### src/rtl/core/krrp_pkg.sv
// Shared types, constants and tracker functions for the key repeat / record / playback block.
`timescale 1ns / 1ps
`default_nettype none
package krrp_pkg;

	localparam int KEY_W   = 10;
	localparam int WORD_W  = 16;
	localparam int POS_W   = 11;
	localparam int TMR_W   = 6;
	localparam int CNT_W   = 4;
	localparam int PADDR_W = 4;

	localparam logic [CNT_W-1:0] REPEAT_LIMIT  = 4'd14;
	localparam logic [CNT_W-1:0] REPEAT_RELOAD = 4'd12;
	localparam logic [TMR_W:0]   RUN_MAX       = 7'd64;
	localparam logic [WORD_W-1:0] COUNT_UNIT   = 16'h0400;

	localparam logic [2:0] MODE_LIVE    = 3'd0;
	localparam logic [2:0] MODE_REC     = 3'd1;
	localparam logic [2:0] MODE_REPLACE = 3'd2;
	localparam logic [2:0] MODE_ALT     = 3'd3;
	localparam logic [2:0] MODE_OR      = 3'd4;

	localparam logic [1:0] REG_MODE   = 2'd0;
	localparam logic [1:0] REG_FILTER = 2'd1;
	localparam logic [1:0] REG_LIMIT  = 2'd2;

	typedef enum logic [1:0] {
		ACT_TICK  = 2'd0,
		ACT_START = 2'd1,
		ACT_LOAD  = 2'd2,
		ACT_READ  = 2'd3
	} action_e;

	typedef enum logic [1:0] {
		ST_CLEAR,
		ST_IDLE,
		ST_EXEC,
		ST_WIPE
	} state_e;

	typedef struct packed {
		action_e            action;
		logic [KEY_W-1:0]   raw_keys;
		logic               pause;
		logic [KEY_W-1:0]   entry_index;
		logic [WORD_W-1:0]  entry_word;
	} cmd_t;

	typedef struct packed {
		logic [2:0]        rec_mode;
		logic [KEY_W-1:0]  key_filter;
		logic [POS_W-1:0]  entry_limit;
	} cfg_t;

	typedef struct packed {
		logic [KEY_W-1:0] prev;
		logic [KEY_W-1:0] rref;
		logic [CNT_W-1:0] count;
	} trk_t;

	typedef struct packed {
		logic [KEY_W-1:0] held;
		logic [KEY_W-1:0] pressed;
		logic [KEY_W-1:0] released;
		logic [KEY_W-1:0] rpt;
	} ev_t;

	typedef struct packed {
		ev_t               main;
		ev_t               alt;
		logic [POS_W-1:0]  next_position;
		logic              reached_end;
		logic [WORD_W-1:0] read_word;
	} res_t;

	typedef struct packed {
		logic clearing;
	} back_stat_t;

	function automatic trk_t trk_next(trk_t t, logic [KEY_W-1:0] keys);
		logic [KEY_W-1:0] diff;
		logic [CNT_W-1:0] c;
		trk_t n;
		diff = keys ^ t.prev;
		c = t.count + 4'd1;
		n = t;
		n.prev = keys;
		if ((keys & diff) != '0) begin
			n.count = '0;
		end else begin
			n.rref = keys;
			if (t.rref == keys) begin
				n.count = (c > REPEAT_LIMIT) ? REPEAT_RELOAD : c;
			end else begin
				n.count = '0;
			end
		end
		return n;
	endfunction

	function automatic ev_t trk_events(trk_t t, logic [KEY_W-1:0] keys);
		logic [KEY_W-1:0] diff;
		logic [CNT_W-1:0] c;
		ev_t e;
		diff = keys ^ t.prev;
		c = t.count + 4'd1;
		e.held = keys;
		e.pressed = keys & diff;
		e.released = t.prev & diff;
		if (e.pressed != '0) begin
			e.rpt = e.pressed;
		end else if (t.rref == keys && c > REPEAT_LIMIT) begin
			e.rpt = keys;
		end else begin
			e.rpt = '0;
		end
		return e;
	endfunction

endpackage
`default_nettype wire

### src/rtl/core/krrp_ifs.sv
// Valid/ready channel interfaces for input words and result words.
`timescale 1ns / 1ps
`default_nettype none
interface krrp_in_if;
	logic        valid;
	logic        ready;
	logic [1:0]  action;
	logic [9:0]  raw_keys;
	logic        pause;
	logic [9:0]  entry_index;
	logic [15:0] entry_word;

	modport source (output valid, action, raw_keys, pause, entry_index, entry_word,
		input ready);
	modport sink (input valid, action, raw_keys, pause, entry_index, entry_word,
		output ready);
endinterface

`default_nettype wire

### src/rtl/core/krrp_front.sv
// Front end: accepts input words, decodes the action and queues them (two deep).
`timescale 1ns / 1ps
`default_nettype none
module krrp_front (
	input  wire logic               clk,
	input  wire logic               arst_n,
	krrp_in_if.sink                 in_ch,
	input  krrp_pkg::back_stat_t    stat,
	output krrp_pkg::cmd_t          cmd,
	output logic                    cmd_valid,
	input  wire logic               pop
);
	import krrp_pkg::*;

	cmd_t       q_mem [2];
	cmd_t       in_cmd;
	logic       wp_q, rp_q;
	logic [1:0] cnt_q;
	logic       push;

	always_comb begin
		in_cmd.action      = action_e'(in_ch.action);
		in_cmd.raw_keys    = in_ch.raw_keys;
		in_cmd.pause       = in_ch.pause;
		in_cmd.entry_index = in_ch.entry_index;
		in_cmd.entry_word  = in_ch.entry_word;
	end

	// nothing enters while the store is being swept after reset
	assign in_ch.ready = (cnt_q != 2'd2) && !stat.clearing;
	assign push = in_ch.valid && in_ch.ready;
	assign cmd_valid = (cnt_q != 2'd0);
	assign cmd = q_mem[rp_q];

	always_ff @(posedge clk or negedge arst_n) begin
		if (!arst_n) begin
			wp_q  <= 1'b0;
			rp_q  <= 1'b0;
			cnt_q <= 2'd0;
		end else begin
			if (push) wp_q <= ~wp_q;
			if (pop) rp_q <= ~rp_q;
			cnt_q <= cnt_q + {1'b0, push} - {1'b0, pop};
		end
	end

	always_ff @(posedge clk) begin
		if (push) q_mem[wp_q] <= in_cmd;
	end

endmodule
`default_nettype wire

### src/flat_wrapper.sv
// flat-port wrapper written by rule: the top's interface ports become plain ports
module krrp_front_flat import krrp_pkg::*;
  (clk, arst_n, stat, cmd, cmd_valid, pop, in_ch_valid, in_ch_action, in_ch_raw_keys, in_ch_pause, in_ch_entry_index, in_ch_entry_word, in_ch_ready);
  krrp_in_if in_ch_i ();
  input  wire logic clk;
  input  wire logic arst_n;
  input  krrp_pkg::back_stat_t stat;
  output krrp_pkg::cmd_t cmd;
  output logic cmd_valid;
  input  wire logic pop;
  input wire logic [$bits(in_ch_i.valid)-1:0] in_ch_valid;
  input wire logic [$bits(in_ch_i.action)-1:0] in_ch_action;
  input wire logic [$bits(in_ch_i.raw_keys)-1:0] in_ch_raw_keys;
  input wire logic [$bits(in_ch_i.pause)-1:0] in_ch_pause;
  input wire logic [$bits(in_ch_i.entry_index)-1:0] in_ch_entry_index;
  input wire logic [$bits(in_ch_i.entry_word)-1:0] in_ch_entry_word;
  output wire logic [$bits(in_ch_i.ready)-1:0] in_ch_ready;
  assign in_ch_i.valid = in_ch_valid;
  assign in_ch_i.action = in_ch_action;
  assign in_ch_i.raw_keys = in_ch_raw_keys;
  assign in_ch_i.pause = in_ch_pause;
  assign in_ch_i.entry_index = in_ch_entry_index;
  assign in_ch_i.entry_word = in_ch_entry_word;
  assign in_ch_ready = in_ch_i.ready;
  krrp_front u_core (.clk(clk), .arst_n(arst_n), .in_ch(in_ch_i), .stat(stat), .cmd(cmd), .cmd_valid(cmd_valid), .pop(pop));
endmodule
### config.mk
export PLATFORM = sky130hd
export DESIGN_NAME = krrp_front_flat
export DESIGN_NICKNAME = d
export VERILOG_FILES = /design/src/rtl/core/krrp_pkg.sv /design/src/rtl/core/krrp_ifs.sv /design/src/rtl/core/krrp_front.sv /design/src/flat_wrapper.sv
export SDC_FILE = /design/constraint.sdc
export NUM_CORES = 1
export LEC_CHECK = 0
export ABC_AREA = 1
export BUFFER_PORTS_ARGS = -buffer_cell sky130_fd_sc_hd__buf_2
export CORE_ASPECT_RATIO = 1.2
export CORE_MARGIN = 4
export CORE_UTILIZATION = 35
export CTS_BUF_LIST = sky130_fd_sc_hd__clkbuf_16
export DETAILED_ROUTE_END_ITERATION = 8
export GPL_TIMING_DRIVEN = 0
export PLACE_DENSITY = 0.57
export RECOVER_POWER = 50
export SYNTH_ARGS = -nofsm -noshare
export SYNTH_HDL_FRONTEND = slang
export SYNTH_SLANG_ARGS = --single-unit
### constraint.sdc
create_clock -name clk -period 7.7 [get_ports clk]
set_input_delay 1.155 -clock clk [delete_from_list [all_inputs] [get_ports clk]]
set_output_delay 1.155 -clock clk [all_outputs]
set_load 0.03 [all_outputs]
==> results.md, run 1 <==
* CP max stage delay at 1.40 ns
* Layout Nets at 376
* Resize count post-CTS at 0
* Share of cells above drive strength 1 at 0.260
* Startpoint Class: input port
* Period utilization at 0.398
* VDD IR max at 0.179 mV
* Setup TNS at 0 ns
* Commonest non-fill, non-tap cell in the layout: edfxtp_1
* Die area at 10500 µm²
* DP HPWL at 3.94 mm
* Top-area cell type share of the netlist area at 0.747
* Crit path time final at 3.07 ns
* Drt drc at 0
* Endpoints failing hold at 0
* Max transition margin at -0.254
* ANT cells at 0
* Lkg Pwr at 1.68 nW
* Cts bufs inserted at 9
* Initial Util at 0.362
* Final Wtd Congestion at 0.673
* PD cells at 385 nW/µm²
* Core ar. at 8660 µm²
* CP top delay family: simple AND/OR/NAND/NOR gates
* Antenna violations before repair at 0
* Status: complete, but fails checks
* Largest net degree at the start of global routing at 40
* Longest Clk Path Bufs at 2
* Clock Latency Late Sink at 0.32 ns
* Die height at 112 µm
* Grt ovf at 0
* Total track usage at 0.116
* Worst Path Arrival at 3.09 ns
* P&R area growth vs syn at 27.1%
* Measured slew at the worst slew-check pin at 1.87 ns
* Net Count, Synth at 280
* CTS tree: built
* DR WL/cell at 12.8 µm
* Unique masters post-synth at 18
* RSZ-0062 raised after global routing: no
* Area leader, netlist: edfxtp_1
* Most frequent cells in the layout: 78 x edfxtp_1, 64 x buf_2, 48 x inv_1, 48 x nand2_1, 29 x o21ai_0
* Drt first-iter violations at 77
* Post-synthesis instance total at 234
* CP required at 7.72 ns
* Final Util at 0.460
* I/O pins at 85
* First-pass GRT wire length at 9.23 mm
* Post-DR vias/cell at 4.31
* Clock-pin slew on the worst setup and hold paths at 0.06 ns
* Max-cap viol count at 1
* Die Span X at 94.4 µm
* Final Slew Violations at 20
* Post-synthesis sequential area ratio at 0.779
* Crit path cell chain: clkbuf_1 -> inv_1 -> nand3_1 -> nor2_1 -> buf_16
* CP Capture Type: flop
* Violated checks: max-capacitance violations, max-slew violations
* Vias in the first global route at 1955
* Port Buf Inserts at 84
* Worst Hold Class: reg2reg
* # hold bufs at CTS at 0
* Setup Buffers After CTS at 0
* Number of routed nets with antenna violations at 0
* Vias at 1948
* Syn Area/Cell at 13.4 µm²
* CP Max Fanout at 20
* Total Routed Length at 5.78 mm
* Cell row count at 37
* Post-Syn Area at 3130 µm²
* Layout Skew at 0.00490 ns
* Final Setup Violations at 0
* Synth warnings at 0
* Critical path class: in2reg
* Drt pass-1 iters at 4
* CTS root buf: clkbuf_16
* Max frequency at 0.326 GHz
* Clock Sinks at 82
* Slowest stage cell, crit path: nor2_1
* Synth area leaders: edfxtp_1 75%, inv_1 5.7%, nand2_1 5.7%
* H-tree depth at 3
* WP buf/inv at 3
* Yosys reg bits at 82
tightest hold or removal path, cell delays in order, from the launching register on:
cell and delay, ns:
dfrtp_1 0.34, nand2_1 0.06, nand2_1 0.05
cell families after synthesis:
group           synth area share
flops                      0.779
fa+ha+maj                0.00798
buf+inv                   0.0810
xor+xnor                 0.00279
compound gates            0.0651
simple gates              0.0639
area by class of cell:
| type | instances | area (µm²) |
|---|---|---|
| buffer | 9 | 73.8 |
| clock buffer | 9 | 225 |
| clock inverter | 7 | 61.3 |
| fill | 838 | 4670 |
| inverter | 48 | 180 |
| multi-input combinational | 95 | 438 |
| sequential | 82 | 2440 |
| tap | 117 | 146 |
| timing repair buffer | 85 | 418 |
state kept, by name, indices dropped and copies added, names as in the netlist:
name / cells
u_core.rp_q: 1
u_core.wp_q: 1
u_core.q_mem: 78
u_core.cnt_q: 2
layer usage:
layer  global-route usage  vias up  share of wire
met2                0.204       48           0.53
met1                0.131      920           0.40
met3               0.0365        8          0.056
met4               0.0443        0          0.018
li1                     -      972              -
met5                    0        -              0
where the power goes:
group | switching (mW) | total [mW] | internal (mW)
Clock | 0.155 | 0.402 | 0.247
Sequential | 0.0153 | 0.573 | 0.558
Combinational | 0.403 | 0.559 | 0.156
Total | 0.573 | 1.53 | 0.961
synthesized netlist by cell type, drive strengths merged:
cell	instances
dfrtp	4
nand4	1
a21oi	1
ha	2
nand3	2
nor2	1
xor2	1
o21ai	39
clkbuf	1
inv	48
edfxtp	78
buf	8
nand2	48
through the flow:
stage | area (µm²) | power (mW) | hold WS (ns) | setup WS, ns | std cells
floorplan | 3130 | 0.975 | 0.442 | 4.29 | 234
global placement | 3700 | 1.15 | 0.455 | 3.10 | 435
detailed placement | 3740 | 1.16 | 0.474 | 4.97 | 436
CTS | 4020 | 1.56 | 0.492 | 4.97 | 452
global route | 3990 | 1.62 | 0.563 | 4.35 | 452
finish | 3990 | 1.53 | 0.487 | 4.63 | 452
final timing paths:
check / slack (ns) / depth (start not counted) / startpoint / to
max in group asynchronous: 6.86 / 1 / arst_n / u_core.rp_q$_DFFE_PN0P_
worst min register to register: 0.49 / 2 / u_core.wp_q$_DFFE_PN0N_ / u_core.wp_q$_DFFE_PN0N_
worst max-delay path: 4.63 / 5 / stat / u_core.q_mem[1][26]$_DFFE_PP_
worst max register to register: 5.11 / 4 / u_core.cnt_q[1]$_DFF_PN0_ / u_core.q_mem[1][26]$_DFFE_PP_
worst min-delay path: 0.49 / 2 / u_core.wp_q$_DFFE_PN0N_ / u_core.wp_q$_DFFE_PN0N_
min in group asynchronous: 0.66 / 1 / arst_n / u_core.cnt_q[0]$_DFF_PN0_
Power figures use the tool's default switching activity.
==> run 2: changes to the inputs <==
Clock period 7.7 ns to 3.1 ns, I/O delays scaled along.
==> run 2 against run 1 <==
Effect of this change:
- die area stayed put
- combinational power is 150% higher
- sequential power is 150% higher
- power is 150% higher
- the run now ends clean
- setup slack worse by 3.7 ns
- clock skew hardly changed
- global-route usage hardly changed
==> results.md, run 2 (same netlist as run 1, synthesis figures left out) <==
* Status: finished clean
* Clock Latency Late Sink at 0.32 ns
* Port Buf Inserts at 84
* Lkg Pwr at 1.68 nW
* FF-to-FF setup slack at 1.01 ns
* CP Max Fanout at 10
* CTS tree: built
* Grt ovf at 0
* Longest Clk Path Bufs at 2
* Total track usage at 0.117
* Slowest stage cell, crit path: clkbuf_1
* H-tree depth at 3
* Crit path time final at 2.21 ns
* Worst Hold Class: in2reg
* Critical path class: reg2out
* Placement Cell Area at 3740 µm²
* Largest Register: u_core.q_mem
* PD cells at 951 nW/µm²
* Resize count post-CTS at 0
* Commonest non-fill, non-tap cell in the layout: edfxtp_1
* VDD IR max at 0.441 mV
* Final Slew Violations at 0
* Drt drc at 0
* Largest net degree at the start of global routing at 40
* Pint at 2.37 mW
* Max transition margin at 0.232
* R2R cell count at 4
* Biggest regs: u_core.q_mem (78), u_core.cnt_q (2)
* Period utilization at 0.713
* Antenna violations before repair at 0
* Layout Skew at 0.00444 ns
* Endpoints failing hold at 0
* Net Sw Frac at 0.375
* Post-DR vias/cell at 4.31
* First-pass GRT wire length at 9.25 mm
* Die Span X at 94.4 µm
* Cts bufs inserted at 9
* Max frequency at 0.452 GHz
* Clock-pin slew on the worst setup and hold paths at 0.06 ns
* Clock Power Share at 0.264
* P&R area growth vs syn at 27.2%
* Share of cells above drive strength 1 at 0.259
* Worst path depth at 6
* CP top delay family: buffers and inverters
* Most frequent cells in the layout: 78 x edfxtp_1, 64 x buf_2, 48 x inv_1, 48 x nand2_1, 29 x o21ai_0
* # hold bufs at CTS at 1
* DP HPWL at 3.94 mm
* Power, Total at 3.79 mW
* Drt pass-1 iters at 4
* Worst Path Arrival at 1.75 ns
* ANT cells at 0
* Clock Sinks at 82
* Switching Power at 1.42 mW
* CTS root buf: clkbuf_16
* Critical path startpoint: u_core.rp_q$_DFFE_PN0P_
* Die area at 10500 µm²
* Layout Nets at 377
* I/O pins at 85
* Max reg flops at 78
* Vias in the first global route at 1961
* Sequential Power Share at 0.375
* CP max stage delay at 0.41 ns
* Final Wtd Congestion at 0.673
* DR WL/cell at 12.8 µm
* Hold depth at 1
* Max-cap viol count at 0
* Hold Startpoint: in_ch_entry_word[1]
* Measured slew at the worst slew-check pin at 1.15 ns
* Vias at 1951
* Core ar. at 8660 µm²
* RSZ-0062 raised after global routing: no
* Crit path cell chain: buf_6 -> clkbuf_1 -> buf_8 -> nand2_1 -> o21ai_1 -> buf_2
* Drt first-iter violations at 70
* CP Capture Type: primary output
* Setup Buffers After CTS at 0
* Combinational share of power at 0.361
* Initial Util at 0.362
* Final Setup Violations at 0
* Cell row count at 37
* Startpoint Class: flop
* Number of routed nets with antenna violations at 0
* Setup TNS at 0 ns
* WP buf/inv at 4
* Total Routed Length at 5.78 mm
* Final Cell Area at 3990 µm²
* Reg2Reg Launch Point: u_core.cnt_q[1]$_DFF_PN0_
* Die height at 112 µm
* CP required at 2.63 ns
run 2: changes by cell type in the layout (fill, tap and decap cells not counted), sizes merged:
cell / change
dlygate4sd3: +1
clkbuf: +1
buf: -1
run 2: power by group through the flow:
stage / clock, mW / sequential, mW / combinational [mW]
detailed placement: 0 / 1.44 / 1.44
global route: 1.07 / 1.44 / 1.51
global placement: 0 / 1.45 / 1.40
floorplan: 0 / 1.44 / 0.982
CTS: 1.03 / 1.42 / 1.44
finish: 0.999 / 1.42 / 1.37
run 2: final cells by class:
| class | instances | area [µm²] |
|---|---|---|
| buffer | 9 | 62.6 |
| clock buffer | 9 | 225 |
| clock inverter | 7 | 61.3 |
| fill | 838 | 4670 |
| inverter | 48 | 180 |
| multi-input combinational | 95 | 440 |
| sequential | 82 | 2440 |
| tap | 117 | 146 |
| timing repair buffer | 86 | 428 |
run 2: worst paths after layout:
path / to
max in group asynchronous: u_core.rp_q$_DFFE_PN0P_
max reg2reg: u_core.q_mem[1][26]$_DFFE_PP_
min reg2reg: u_core.wp_q$_DFFE_PN0N_
min: u_core.q_mem[1][1]$_DFFE_PP_
min in group asynchronous: u_core.cnt_q[0]$_DFF_PN0_
max: cmd[29]
run 2: per-layer routing:
metal | routed length, µm | track usage
met1 | 2270 | 0.130
met2 | 3090 | 0.205
met5 | 0 | 0
met3 | 322 | 0.0365
met4 | 106 | 0.0443
run 2: through the flow:
step	setup slack, ns	hold WS (ns)	cells	utilization
2_1_floorplan	0.384	0.169	234	-
3_3_place_gp	-0.806	0.277	435	0.428
3_5_place_dp	1.16	0.278	436	0.432
4_1_cts	1.15	0.319	453	0.466
5_1_grt	0.721	0.316	453	0.460
6_report	0.889	0.330	453	0.460
==> run 3: changes to the inputs <==
Settings changed: PLACE_DENSITY 0.57 to 0.59.
Clock period 3.1 ns to 1.98 ns, I/O delays scaled along.
==> run 3 against run 2 <==
Effect of this change:
- sequential power is 57% higher
- first-iteration DRC count is 44% lower
- register-to-register slack lost 0.81 ns
- non-clock buffer count is 1 lower
- setup slack lost 0.71 ns
- combinational power rose by 57%
- critical endpoint is now cmd[27]
==> results.md, run 3 (same netlist as run 1, synthesis figures left out) <==
* H-tree depth at 3
* Crit path time final at 1.80 ns
* Most frequent cells in the layout: 78 x edfxtp_1, 54 x buf_2, 48 x inv_1, 48 x nand2_1
* Worst path depth at 4
* Power, Total at 5.91 mW
* Total Routed Length at 5.83 mm
* Period utilization at 0.911
* Final Cell Area at 3970 µm²
* Vias at 1934
* Worst Hold Class: in2reg
* Die area at 10500 µm²
* Drt first-iter violations at 39
* Layout fillers at 818
* Final Util at 0.458
* Final Slew Violations at 0
* Lkg Pwr at 1.66 nW
* DP HPWL at 3.74 mm
* Die height at 112 µm
* Largest net degree at the start of global routing at 40
* Slowest stage cell, crit path: dfrtp_1
* Layout Nets at 377
* Share of cells above drive strength 1 at 0.236
* Placed insts at 435
* Net Sw Frac at 0.377
* Post-DR vias/cell at 4.28
* Layout Skew at 0.00363 ns
* Max reg flops at 78
* Fin Hold WS at 0.156 ns
* Clock Power Share at 0.259
* CP max stage delay at 0.37 ns
* CP Capture Type: primary output
* Clock-pin slew on the worst setup and hold paths at 0.05 ns
* Clock Sinks at 82
* Final Wtd Congestion at 0.665
* Die Span X at 94.4 µm
* DR WL/cell at 12.9 µm
* Pint at 3.69 mW
* Placement Cell Area at 3710 µm²
* Status: finished clean
* Vias in the first global route at 1956
* CP top delay family: buffers and inverters
* Cts bufs inserted at 9
* Number of routed nets with antenna violations at 0
* VDD IR max at 0.749 mV
* P&R area growth vs syn at 26.6%
* ANT cells at 0
* Drt pass-1 iters at 4
* Max frequency at 0.554 GHz
* Initial Util at 0.362
* Startpoint Class: flop
* Measured slew at the worst slew-check pin at 0.902 ns
* CTS root buf: clkbuf_16
* Hold depth at 1
* Antenna violations before repair at 0
* Crit path cell chain: buf_6 -> clkbuf_2 -> o21ai_2 -> clkbuf_1
* Endpoints failing hold at 0
* Core ar. at 8660 µm²
* Commonest non-fill, non-tap cell in the layout: edfxtp_1
* Biggest regs: u_core.q_mem (78), u_core.cnt_q (2)
* Critical path class: reg2out
* I/O pins at 85
* PD cells at 1490 nW/µm²
* WP buf/inv at 3
* Combinational share of power at 0.364
* Total track usage at 0.119
* First-pass GRT wire length at 9.32 mm
* Max transition margin at 0.398
* Port Buf Inserts at 84
* Worst Path Arrival at 1.51 ns
* CTS tree: built
* Final Setup Violations at 0
* Grt ovf at 0
* Switching Power at 2.23 mW
* Max-cap viol count at 0
* Cell row count at 37
* Longest Clk Path Bufs at 2
* Largest Register: u_core.q_mem
* Clock Latency Late Sink at 0.33 ns
* Finished Layout Cells at 452
* Drt drc at 0
* CP Max Fanout at 10
* R2R cell count at 3
* RSZ-0062 raised after global routing: no
* Sequential Power Share at 0.377
* CP required at 1.68 ns
## run 3: cell count changes in the layout (fill, tap and decap cells not counted), moves of 2 or more
| cell | previous run | this run |
|---|---|---|
| buf_2 | 64 | 54 |
| clkbuf_1 | 25 | 29 |
| clkbuf_2 | 1 | 6 |
| clkinv_1 | 0 | 3 |
| clkinv_2 | 4 | 1 |
| nor2_4 | 0 | 2 |
## run 3: final cells by class
type / instances / area [µm²] / share of cell area
plain buffers: 9 / 73.8 / 0.0186
clock buffers: 9 / 225 / 0.0567
clock inverters: 6 / 50.0 / 0.0126
inverters: 48 / 180 / 0.0454
multi-input cells: 96 / 457 / 0.115
flip-flops and latches: 82 / 2440 / 0.615
well taps: 117 / 146 / 0.0369
repair buffers: 85 / 394 / 0.0993
## run 3: stage by stage
step	setup slack [ns]	setup TNS [ns]
floorplan	0.230	0
global placement	-0.299	-13.35
detailed placement	-0.0370	-1.35
CTS	0.145	0
global route	0.0708	0
finish	0.175	0
## run 3: layer usage
metal / wire (µm) / vias up / GRT usage
met5: 0 / - / 0
met4: 109 / 0 / 0.0578
met3: 367 / 8 / 0.0426
met2: 2980 / 55 / 0.195
met1: 2370 / 898 / 0.137
li1: - / 973 / -
## run 3: final timing paths
check	from	end	slack (ns)
setup / recovery	u_core.rp_q$_DFFE_PN0P_	cmd[27]	0.18
hold / removal	in_ch_entry_word[1]	u_core.q_mem[0][1]$_DFFE_PP_	0.16
setup reg to reg	u_core.wp_q$_DFFE_PN0N_	u_core.q_mem[0][25]$_DFFE_PP_	0.20
hold reg to reg	u_core.wp_q$_DFFE_PN0N_	u_core.wp_q$_DFFE_PN0N_	0.49
max in group asynchronous	arst_n	u_core.wp_q$_DFFE_PN0N_	1.46
min in group asynchronous	arst_n	u_core.cnt_q[0]$_DFF_PN0_	0.33
## run 3: timing repair
action                     in CTS  in global routing
buffers inserted                0                  0
hold endpoints to repair        4                  0
resized for setup               1                  0
setup endpoints to repair      39                  0
hold buffers                    1                  0
## run 3: power groups by stage
| stage | Combinational [mW] | Clock [mW] | Sequential (mW) |
|---|---|---|---|
| final | 2.15 | 1.53 | 2.23 |
| after detailed placement | 2.22 | 0 | 2.26 |
| after global routing | 2.38 | 1.66 | 2.25 |
| after global placement | 2.20 | 0 | 2.26 |
| after floorplan | 1.55 | 0 | 2.25 |
| after CTS | 2.25 | 1.58 | 2.23 |
